$ cat src/sv/tccw_pkg.sv
package tccw_pkg;

    // Grid size defaults
    localparam int TCCW_MAX_COLS = 128;
    localparam int TCCW_MAX_ROWS = 64;

    // Configuration port
    localparam int CFG_INDEX_W = 2;
    localparam int CFG_DATA_W  = 8;

    localparam logic [CFG_INDEX_W-1:0] REG_TAB_WIDTH   = 2'd0;
    localparam logic [CFG_INDEX_W-1:0] REG_COLS_IN_USE = 2'd1;
    localparam logic [CFG_INDEX_W-1:0] REG_ROWS_IN_USE = 2'd2;

    localparam logic [3:0] TAB_WIDTH_RESET   = 4'd4;
    localparam logic [7:0] COLS_IN_USE_RESET = 8'd80;
    localparam logic [6:0] ROWS_IN_USE_RESET = 7'd25;
    localparam logic [3:0] TAB_WIDTH_MAX     = 4'd8;

    // Character codes
    localparam logic [7:0] CHAR_TAB     = 8'd9;
    localparam logic [7:0] CHAR_NEWLINE = 8'd10;
    localparam logic [7:0] CHAR_SPACE   = 8'd32;

    // Result kinds
    localparam logic EV_CELL = 1'b0;
    localparam logic EV_LINE = 1'b1;

    // Stream widths
    localparam int S_TDATA_W = 8;
    localparam int M_TDATA_W = 32;

    typedef enum logic [3:0] {
        S_IDLE  = 4'b0001,
        S_PRE   = 4'b0010,
        S_MERGE = 4'b0100,
        S_EMIT  = 4'b1000
    } state_t;

endpackage

$ cat src/sv/tccw_ram.sv
module tccw_ram #(
    parameter int WIDTH = 8,
    parameter int DEPTH = 64
) (
    input  logic                     clk,
    input  logic                     we,
    input  logic [$clog2(DEPTH)-1:0] addr,
    input  logic [WIDTH-1:0]         wdata,
    output logic [WIDTH-1:0]         rdata
);

    logic [WIDTH-1:0] mem [DEPTH];

    always_ff @(posedge clk)
    begin
        if (we)
        begin
            mem[addr] <= wdata;
        end
        rdata <= mem[addr];
    end

endmodule

$ cat src/sv/text_console_cell_writer.sv
// Printable code: the item passes S_PRE, S_MERGE and S_EMIT before its result is registered.
// Tab: a space cell per tab position (grid line read, then write-back), tab_eff cells per item.
// Newline: goes from S_IDLE straight to S_EMIT, with no grid line access.
// One item in work at a time; a stalled output holds the block in place.
// Reset: cursor and top offset go to zero, every grid line is marked empty by a
// per-line valid bit (no clearing pass); a scroll clears the valid bit of the new bottom line.
module text_console_cell_writer
    import tccw_pkg::*;
#(
    parameter int MAX_COLS = TCCW_MAX_COLS,
    parameter int MAX_ROWS = TCCW_MAX_ROWS
) (
    input  logic                   clk,
    input  logic                   rst_n,
    input  logic                   s_tvalid,
    output logic                   s_tready,
    input  logic [S_TDATA_W-1:0]   s_tdata,   // [7:0] char_code
    output logic                   m_tvalid,
    input  logic                   m_tready,
    output logic [M_TDATA_W-1:0]   m_tdata,   // [6:0] cell_col, [12:7] cell_row,
                                              // [20:13] cell_char, [21] scrolled,
                                              // [27:22] top_line, [31:28] zero
    output logic [0:0]             m_tuser,   // [0] event_kind
    output logic                   m_tlast,   // last_result
    input  logic                   cfg_we,
    input  logic [CFG_INDEX_W-1:0] cfg_index,
    input  logic [CFG_DATA_W-1:0]  cfg_data
);

    localparam int CW     = $clog2(MAX_COLS);
    localparam int RW     = $clog2(MAX_ROWS);
    localparam int LINE_W = MAX_COLS * 8;

    typedef struct packed {
        logic [RW-1:0] row;
        logic [RW-1:0] top;
        logic [RW-1:0] bottom;
        logic          sc;
    } adv_t;

    // (a + b) mod MAX_ROWS, with a < MAX_ROWS and b <= MAX_ROWS
    function automatic logic [RW-1:0] mod_add(input logic [RW-1:0] a, input logic [RW:0] b);
        logic [RW+1:0] s;
        s = {2'b00, a} + {1'b0, b};
        if (s >= (RW+2)'(MAX_ROWS))
        begin
            s = s - (RW+2)'(MAX_ROWS);
        end
        return s[RW-1:0];
    endfunction

    function automatic adv_t line_adv(input logic [RW-1:0] row, input logic [RW-1:0] top,
                                      input logic [RW:0] rows);
        adv_t          r;
        logic [RW:0]   row_p1;
        logic [RW:0]   rows_m1;
        row_p1  = {1'b0, row} + 1'b1;
        rows_m1 = rows - 1'b1;
        r.top    = top;
        r.bottom = top;
        r.row    = row_p1[RW-1:0];
        r.sc     = 1'b0;
        if (row_p1 >= rows)
        begin
            r.top    = mod_add(top, (RW+1)'(1));
            r.bottom = mod_add(r.top, rows_m1);
            r.row    = rows_m1[RW-1:0];
            r.sc     = 1'b1;
        end
        return r;
    endfunction

    // configuration
    logic [3:0] tab_width_reg;
    logic [7:0] cols_in_use_reg;
    logic [6:0] rows_in_use_reg;

    always_ff @(posedge clk or negedge rst_n)
    begin
        if (!rst_n)
        begin
            tab_width_reg   <= TAB_WIDTH_RESET;
            cols_in_use_reg <= COLS_IN_USE_RESET;
            rows_in_use_reg <= ROWS_IN_USE_RESET;
        end
        else if (cfg_we)
        begin
            unique case (cfg_index)
                REG_TAB_WIDTH:   tab_width_reg   <= cfg_data[3:0];
                REG_COLS_IN_USE: cols_in_use_reg <= cfg_data[7:0];
                REG_ROWS_IN_USE: rows_in_use_reg <= cfg_data[6:0];
                default: ;
            endcase
        end
    end

    logic [CW:0] cols_eff;
    logic [RW:0] rows_eff;
    logic [RW:0] rows_m1;
    logic [3:0]  tab_eff;
    logic [8:0]  cols9;
    logic [8:0]  rows9;

    always_comb
    begin
        cols9 = {1'b0, cols_in_use_reg};
        rows9 = {2'b00, rows_in_use_reg};
        if (cols9 == 9'd0)
            cols_eff = (CW+1)'(1);
        else if (cols9 > 9'(MAX_COLS))
            cols_eff = (CW+1)'(MAX_COLS);
        else
            cols_eff = (CW+1)'(cols9);
        if (rows9 == 9'd0)
            rows_eff = (RW+1)'(1);
        else if (rows9 > 9'(MAX_ROWS))
            rows_eff = (RW+1)'(MAX_ROWS);
        else
            rows_eff = (RW+1)'(rows9);
        if (tab_width_reg == 4'd0)
            tab_eff = 4'd1;
        else if (tab_width_reg > TAB_WIDTH_MAX)
            tab_eff = TAB_WIDTH_MAX;
        else
            tab_eff = tab_width_reg;
        rows_m1 = rows_eff - 1'b1;
    end

    // sequencer state
    state_t              state_reg, state_next;
    logic [CW-1:0]       cur_col_reg, cur_col_next;
    logic [RW-1:0]       cur_row_reg, cur_row_next;
    logic [RW-1:0]       top_reg, top_next;
    logic [7:0]          ch_reg, ch_next;
    logic [3:0]          left_reg, left_next;
    logic                sc_reg, sc_next;
    logic [RW-1:0]       line_reg, line_next;
    logic [MAX_ROWS-1:0] line_valid_reg, line_valid_next;

    logic                pend_kind_reg, pend_kind_next;
    logic [CW-1:0]       pend_col_reg, pend_col_next;
    logic [RW-1:0]       pend_row_reg, pend_row_next;
    logic [7:0]          pend_char_reg, pend_char_next;
    logic                pend_sc_reg, pend_sc_next;
    logic [RW-1:0]       pend_top_reg, pend_top_next;

    logic                m_valid_reg, m_valid_next;
    logic                m_kind_reg;
    logic [CW-1:0]       m_col_reg;
    logic [RW-1:0]       m_row_reg;
    logic [7:0]          m_char_reg;
    logic                m_sc_reg;
    logic [RW-1:0]       m_top_reg;
    logic                m_last_reg;

    logic                ram_we;
    logic [RW-1:0]       ram_addr;
    logic [LINE_W-1:0]   ram_wdata;
    logic [LINE_W-1:0]   ram_rdata;

    tccw_ram #(
        .WIDTH(LINE_W),
        .DEPTH(MAX_ROWS)
    ) u_grid (
        .clk  (clk),
        .we   (ram_we),
        .addr (ram_addr),
        .wdata(ram_wdata),
        .rdata(ram_rdata)
    );

    logic          in_xfer;
    logic          load_out;
    logic [RW-1:0] row_cl;
    logic [CW:0]   col_p1;
    adv_t          adv_nl;
    adv_t          adv_pre;
    adv_t          adv_post;

    assign s_tready = (state_reg == S_IDLE);
    assign in_xfer  = s_tvalid && s_tready;
    assign load_out = (state_reg == S_EMIT) && (!m_valid_reg || m_tready);

    always_comb
    begin
        row_cl   = ({1'b0, cur_row_reg} >= rows_eff) ? rows_m1[RW-1:0] : cur_row_reg;
        col_p1   = {1'b0, cur_col_reg} + 1'b1;
        adv_nl   = line_adv(row_cl, top_reg, rows_eff);
        adv_pre  = line_adv(cur_row_reg, top_reg, rows_eff);
        adv_post = line_adv(cur_row_reg, top_reg, rows_eff);
    end

    always_comb
    begin
        state_next      = state_reg;
        cur_col_next    = cur_col_reg;
        cur_row_next    = cur_row_reg;
        top_next        = top_reg;
        ch_next         = ch_reg;
        left_next       = left_reg;
        sc_next         = sc_reg;
        line_next       = line_reg;
        line_valid_next = line_valid_reg;
        pend_kind_next  = pend_kind_reg;
        pend_col_next   = pend_col_reg;
        pend_row_next   = pend_row_reg;
        pend_char_next  = pend_char_reg;
        pend_sc_next    = pend_sc_reg;
        pend_top_next   = pend_top_reg;
        ram_we          = 1'b0;
        ram_addr        = line_reg;
        ram_wdata       = line_valid_reg[line_reg] ? ram_rdata : '0;
        ram_wdata[cur_col_reg*8 +: 8] = ch_reg;

        unique case (state_reg)
            S_IDLE:
            begin
                if (in_xfer)
                begin
                    cur_row_next = row_cl;
                    if (s_tdata == CHAR_NEWLINE)
                    begin
                        cur_col_next   = '0;
                        cur_row_next   = adv_nl.row;
                        top_next       = adv_nl.top;
                        if (adv_nl.sc)
                            line_valid_next[adv_nl.bottom] = 1'b0;
                        pend_kind_next = EV_LINE;
                        pend_col_next  = '0;
                        pend_row_next  = '0;
                        pend_char_next = '0;
                        pend_sc_next   = adv_nl.sc;
                        pend_top_next  = adv_nl.top;
                        left_next      = 4'd1;
                        state_next     = S_EMIT;
                    end
                    else if (s_tdata == CHAR_TAB)
                    begin
                        ch_next    = CHAR_SPACE;
                        left_next  = tab_eff;
                        state_next = S_PRE;
                    end
                    else
                    begin
                        ch_next    = s_tdata;
                        left_next  = 4'd1;
                        state_next = S_PRE;
                    end
                end
            end

            S_PRE:
            begin
                // cursor left past the columns in use: wrap before the write
                sc_next = 1'b0;
                if ({1'b0, cur_col_reg} >= cols_eff)
                begin
                    cur_col_next = '0;
                    cur_row_next = adv_pre.row;
                    top_next     = adv_pre.top;
                    sc_next      = adv_pre.sc;
                    if (adv_pre.sc)
                        line_valid_next[adv_pre.bottom] = 1'b0;
                    line_next    = mod_add(adv_pre.top, {1'b0, adv_pre.row});
                end
                else
                begin
                    line_next = mod_add(top_reg, {1'b0, cur_row_reg});
                end
                ram_addr   = line_next;
                state_next = S_MERGE;
            end

            S_MERGE:
            begin
                ram_we                    = 1'b1;
                line_valid_next[line_reg] = 1'b1;
                pend_kind_next = EV_CELL;
                pend_col_next  = cur_col_reg;
                pend_row_next  = cur_row_reg;
                pend_char_next = ch_reg;
                pend_sc_next   = sc_reg;
                pend_top_next  = top_reg;
                cur_col_next   = col_p1[CW-1:0];
                if (col_p1 >= cols_eff)
                begin
                    cur_col_next = '0;
                    cur_row_next = adv_post.row;
                    top_next     = adv_post.top;
                    pend_top_next = adv_post.top;
                    if (adv_post.sc)
                    begin
                        pend_sc_next = 1'b1;
                        line_valid_next[adv_post.bottom] = 1'b0;
                    end
                end
                state_next = S_EMIT;
            end

            S_EMIT:
            begin
                if (load_out)
                begin
                    if (left_reg == 4'd1)
                    begin
                        state_next = S_IDLE;
                    end
                    else
                    begin
                        left_next  = left_reg - 1'b1;
                        state_next = S_PRE;
                    end
                end
            end

            default:
            begin
                state_next = S_IDLE;
            end
        endcase
    end

    always_ff @(posedge clk or negedge rst_n)
    begin
        if (!rst_n)
        begin
            state_reg      <= S_IDLE;
            cur_col_reg    <= '0;
            cur_row_reg    <= '0;
            top_reg        <= '0;
            left_reg       <= '0;
            sc_reg         <= 1'b0;
            line_valid_reg <= '0;
            m_valid_reg    <= 1'b0;
        end
        else
        begin
            state_reg      <= state_next;
            cur_col_reg    <= cur_col_next;
            cur_row_reg    <= cur_row_next;
            top_reg        <= top_next;
            left_reg       <= left_next;
            sc_reg         <= sc_next;
            line_valid_reg <= line_valid_next;
            m_valid_reg    <= m_valid_next;
        end
    end

    always_ff @(posedge clk)
    begin
        ch_reg        <= ch_next;
        line_reg      <= line_next;
        pend_kind_reg <= pend_kind_next;
        pend_col_reg  <= pend_col_next;
        pend_row_reg  <= pend_row_next;
        pend_char_reg <= pend_char_next;
        pend_sc_reg   <= pend_sc_next;
        pend_top_reg  <= pend_top_next;
        if (load_out)
        begin
            m_kind_reg <= pend_kind_reg;
            m_col_reg  <= pend_col_reg;
            m_row_reg  <= pend_row_reg;
            m_char_reg <= pend_char_reg;
            m_sc_reg   <= pend_sc_reg;
            m_top_reg  <= pend_top_reg;
            m_last_reg <= (left_reg == 4'd1);
        end
    end

    always_comb
    begin
        if (load_out)
            m_valid_next = 1'b1;
        else if (m_tready)
            m_valid_next = 1'b0;
        else
            m_valid_next = m_valid_reg;
    end

    // output packing
    logic [15:0] col16;
    logic [15:0] row16;
    logic [15:0] top16;

    assign col16    = 16'(m_col_reg);
    assign row16    = 16'(m_row_reg);
    assign top16    = 16'(m_top_reg);
    assign m_tvalid = m_valid_reg;
    assign m_tdata  = {4'b0000, top16[5:0], m_sc_reg, m_char_reg, row16[5:0], col16[6:0]};
    assign m_tuser  = m_kind_reg;
    assign m_tlast  = m_last_reg;

`ifndef SYNTH
    // a cell write never lands past the columns in use
    a_col_in_range: assert property (@(posedge clk) disable iff (!rst_n)
        (state_reg == S_MERGE) |-> ({1'b0, cur_col_reg} < cols_eff))
        else $error("cell write column beyond columns in use");

    // the line just written back stays marked as holding data
    a_line_valid: assert property (@(posedge clk) disable iff (!rst_n)
        (state_reg == S_MERGE) |=> line_valid_reg[$past(line_reg)])
        else $error("written grid line not marked valid");

    // ring offset stays inside the grid
    a_top_range: assert property (@(posedge clk) disable iff (!rst_n)
        {1'b0, top_reg} < (RW+1)'(MAX_ROWS))
        else $error("top offset out of range");

    // no new input while an item is still in work
    a_one_item: assert property (@(posedge clk) disable iff (!rst_n)
        in_xfer |=> !s_tready)
        else $error("input taken while busy");
`endif

endmodule
$ cat config.mk
export PLATFORM = sky130hd
export DESIGN_NAME = text_console_cell_writer
export DESIGN_NICKNAME = d
export VERILOG_FILES = /design/src/sv/tccw_pkg.sv /design/src/sv/tccw_ram.sv /design/src/sv/text_console_cell_writer.sv
export SDC_FILE = /design/constraint.sdc
export NUM_CORES = 1
export LEC_CHECK = 0
export BUFFER_PORTS_ARGS = -buffer_cell sky130_fd_sc_hd__clkbuf_2
export CAP_MARGIN = 20
export CORE_UTILIZATION = 60
export DETAILED_ROUTE_END_ITERATION = 6
export PLACE_DENSITY_LB_ADDON = 0.08
export SLEW_MARGIN = 20
export SYNTH_ARGS = -nofsm -noshare
export SYNTH_HDL_FRONTEND = slang
export SYNTH_SLANG_ARGS = --single-unit
$ cat constraint.sdc
create_clock -name clk -period 6.5 [get_ports clk]
set_input_delay 0.325 -clock clk [delete_from_list [all_inputs] [get_ports clk]]
set_output_delay 0.325 -clock clk [all_outputs]
set_load 0.1 [all_outputs]
==> qor.csv <==
metric;value;unit
ant_nets;0;
clock_latency;520;ps
core_area;0.0103;sq mm
finalWirelength;14700;um
ys_ff_latch;115;
grt_pass1_wl;23800;um
grt_pass1_vias;4672;
synth_mux_area_share;4.17;%
reg2reg_to;pend_top_reg[1]$_DFFE_PP_;
die_w;105;um
finalCoreUtilization;71.8;%
p_leak;3.02;nW
cts_resized;0;
drc;0;
synth_edf_count;67;
hold_viol_final;0;
drive_gt1_share;23.2;%
crit_fanout;19;
synthXorXnorAreaFrac;3.54;%
r2r_slack;700;ps
cp_cell_sequence;nor2_1, a21o_2, ha_1, nand2b_1, a31oi_1, o22ai_2, mux2i_1, ha_1, o21ai_1, xor2_1, ha_1, a211o_1, a311oi_1, nor2_1, a21oi_1, mux2_2;
nets;677;
worstPathRequired;6760;ps
clock-skew-final;5.94;ps
slew_viol_final;0;
nFillCells;722;
gr-total-overflow;0;
arrival;6060;ps
num_vias;4708;
track_usage;28.2;%
max_freq;172;MHz
finalSetupTns;0;ps
n_antenna_cell;0;
hold_path_end;ch_reg[6]$_SDFFCE_PN0P_;
dr.pass1.iters;5;
rsz0062_at_grt;false;
synth_simple_gate_area_share;16.9;%
path_class;flip-flop to flip-flop;
whs_path_depth;1;
status;finished clean;
netlist_area;0.00639;sq mm
num_rows;37;
ir_drop;0.000298;V
maxCapViolCount;0;
start_util;61.9;%
min_from;s_tdata[6];
endpoint_kind;flip-flop;
die_area;0.0111;sq mm
wl_per_cell;19.3;um
max_stage_delay;670;ps
vias_per_cell;6.19;
yosys.area_share.adder;8.22;%
h-tree-depth;4;
avgSynthCellArea;11.5;sq um
dp_worst_setup_slack;853;ps
start_kind;flip-flop;
fin_crit;5800;ps
drt_iter0_drc;352;
area_delta_synth_final;16.0;%
grt_max_degree;49;
synth-compound-area-share;12.9;%
antenna_found_initial;0;
ff2ff_path_depth;16;
fin_ws;702;ps
io_pins;59;
cp_common_cell;ha_1;
async_flop_share;41.7;%
layout_common_cells;67 x edfxtp_1, 54 x clkbuf_2, 42 x nor2_1, 42 x ha_1, 41 x dfrtp_1;
power_density;486;mW/mm^2
ys_seq_area_share;50.4;%
layout_commonest_cell;edfxtp_1;
syn_inst;554;
ys.flop_type;edfxtp_1;
ys_types;83;
place_hpwl;9770;um
yosysWarnings;0;
die_h;105;um
r2r_start;rows_in_use_reg[6]$_DFFE_PN0P_;
synth_top_family_by_area;simple AND/OR/NAND/NOR gates;
postCtsSetupBuffers;0;
clock_path_buffers;2;
cts_tree;done;
min_period_over_period;89.2;%
path_clk_slew;60;ps
cts-root-buf;clkbuf_8;
hold_path.class;input port to flip-flop;
clock-sinks;115;
critPathSlowestCell;o22ai_2;
cts_buffers;17;
worstMarginPinSlew;775;ps
setup_violations;0;
io_buffers;54;
max_slew_margin;47.6;%
gp_congestion;0.946;
## how the worst max path moves through the flow
stage	depth (start not counted)	endpoint	start	slack, ps
detailed placement	16	pend_top_reg[1]$_DFFE_PP_	rows_in_use_reg[6]$_DFFE_PN0P_	850
floorplan	18	pend_top_reg[1]$_DFFE_PP_	rows_in_use_reg[3]$_DFFE_PN1P_	1650
global route	16	pend_top_reg[1]$_DFFE_PP_	rows_in_use_reg[1]$_DFFE_PN0P_	220
finish	16	pend_top_reg[1]$_DFFE_PP_	rows_in_use_reg[6]$_DFFE_PN0P_	700
CTS	16	pend_top_reg[1]$_DFFE_PP_	rows_in_use_reg[6]$_DFFE_PN0P_	760
global placement	16	pend_top_reg[1]$_DFFE_PP_	rows_in_use_reg[6]$_DFFE_PN0P_	970
## timing repair
action                     4_1_cts  5_1_grt
hold endpoints to repair        42        0
setup endpoints to repair        0        0
hold buffers                     2        0
## cell usage after synthesis (3+ instances only)
cell / number / area share (%)
nor4_1: 3 / 0.29
inv_1: 9 / 0.53
ha_1: 42 / 8.2
o2111ai_1: 3 / 0.41
o31ai_1: 6 / 0.70
a311oi_1: 3 / 0.41
nand2b_1: 5 / 0.49
nor4b_2: 4 / 0.94
nor2_1: 42 / 2.5
xnor2_1: 11 / 1.5
xor2_1: 13 / 1.8
nand3_1: 21 / 1.6
o211ai_1: 3 / 0.35
a211oi_1: 3 / 0.35
a41oi_1: 3 / 0.41
o21ai_0: 13 / 1.0
mux2_2: 20 / 3.5
mux2i_1: 3 / 0.47
dfstp_2: 7 / 2.9
nand3b_1: 4 / 0.47
a21oi_1: 30 / 2.3
dfrtp_1: 41 / 16
a32o_1: 4 / 0.63
nor3_1: 19 / 1.5
and2_1: 23 / 2.3
buf_6: 3 / 0.53
nand2_1: 34 / 2.0
a31oi_1: 5 / 0.49
clkbuf_8: 4 / 0.86
a21o_1: 3 / 0.35
nor2b_1: 8 / 0.78
edfxtp_1: 67 / 31
clkbuf_1: 15 / 0.88
o21ai_1: 3 / 0.23
a22oi_1: 3 / 0.35
and3_1: 8 / 0.78
nor3b_1: 6 / 0.70
buf_4: 5 / 0.59
## logic make-up (layout without fill, tap and decap cells)
group,count (synthesis),in the layout
AND/OR/NAND/NOR,194,194
flip-flops,115,115
other,1,4
multiplexers,24,24
adder cells (fa/ha/maj),42,42
AO/OA/AOI/OAI,111,111
XOR/XNOR,25,25
buffers and inverters,42,110
## critical path, delay by kind of cell (launching register included)
kind | cells | cell delay [ps]
AND/OR/NAND/NOR | 3 | 420
multiplexers | 2 | 820
flip-flops | 1 | 570
XOR/XNOR | 1 | 190
AO/OA/AOI/OAI | 7 | 2600
adder cells (fa/ha/maj) | 3 | 930
## stage by stage
| stage | hold slack [ps] | cell area [sq um] | power [mW] | std cells |
|---|---|---|---|---|
| 2_1_floorplan | 29.4 | 6400 | 2.21 | 557 |
| 3_3_place_gp | 401 | 6720 | 2.49 | 726 |
| 3_5_place_dp | 405 | 6720 | 2.54 | 726 |
| 4_1_cts | 0.565 | 7380 | 3.58 | 760 |
| 5_1_grt | 1.66 | 7410 | 3.82 | 761 |
| 6_report | 15.1 | 7410 | 3.60 | 761 |
## metal layers
metal,vias to the layer above,routed length [um],global-route usage [%],share of wire (%)
li1,2199,-,-,-
met1,2288,6290,36.7,43
met2,190,7290,46.4,50
met3,31,789,5.38,5.4
met4,0,323,11.4,2.2
met5,-,0,0,0
## power by group
part	switching (mW)	internal, mW
Sequential	0.153	0.920
Clock	0.354	0.668
Combinational	0.930	0.581
Total	1.44	2.17
## cell type report
| cell class | count | area [sq um] | area share, % |
|---|---|---|---|
| clock inverter | 14 | 228 | 3.07 |
| multi-input combinational | 400 | 2950 | 39.7 |
| timing repair buffer | 64 | 370 | 5.00 |
| inverter | 14 | 58.8 | 0.793 |
| sequential | 115 | 3220 | 43.5 |
| clock buffer | 18 | 418 | 5.64 |
| tap | 136 | 170 | 2.30 |
Note: power is estimated with default switching activity, not from simulation.
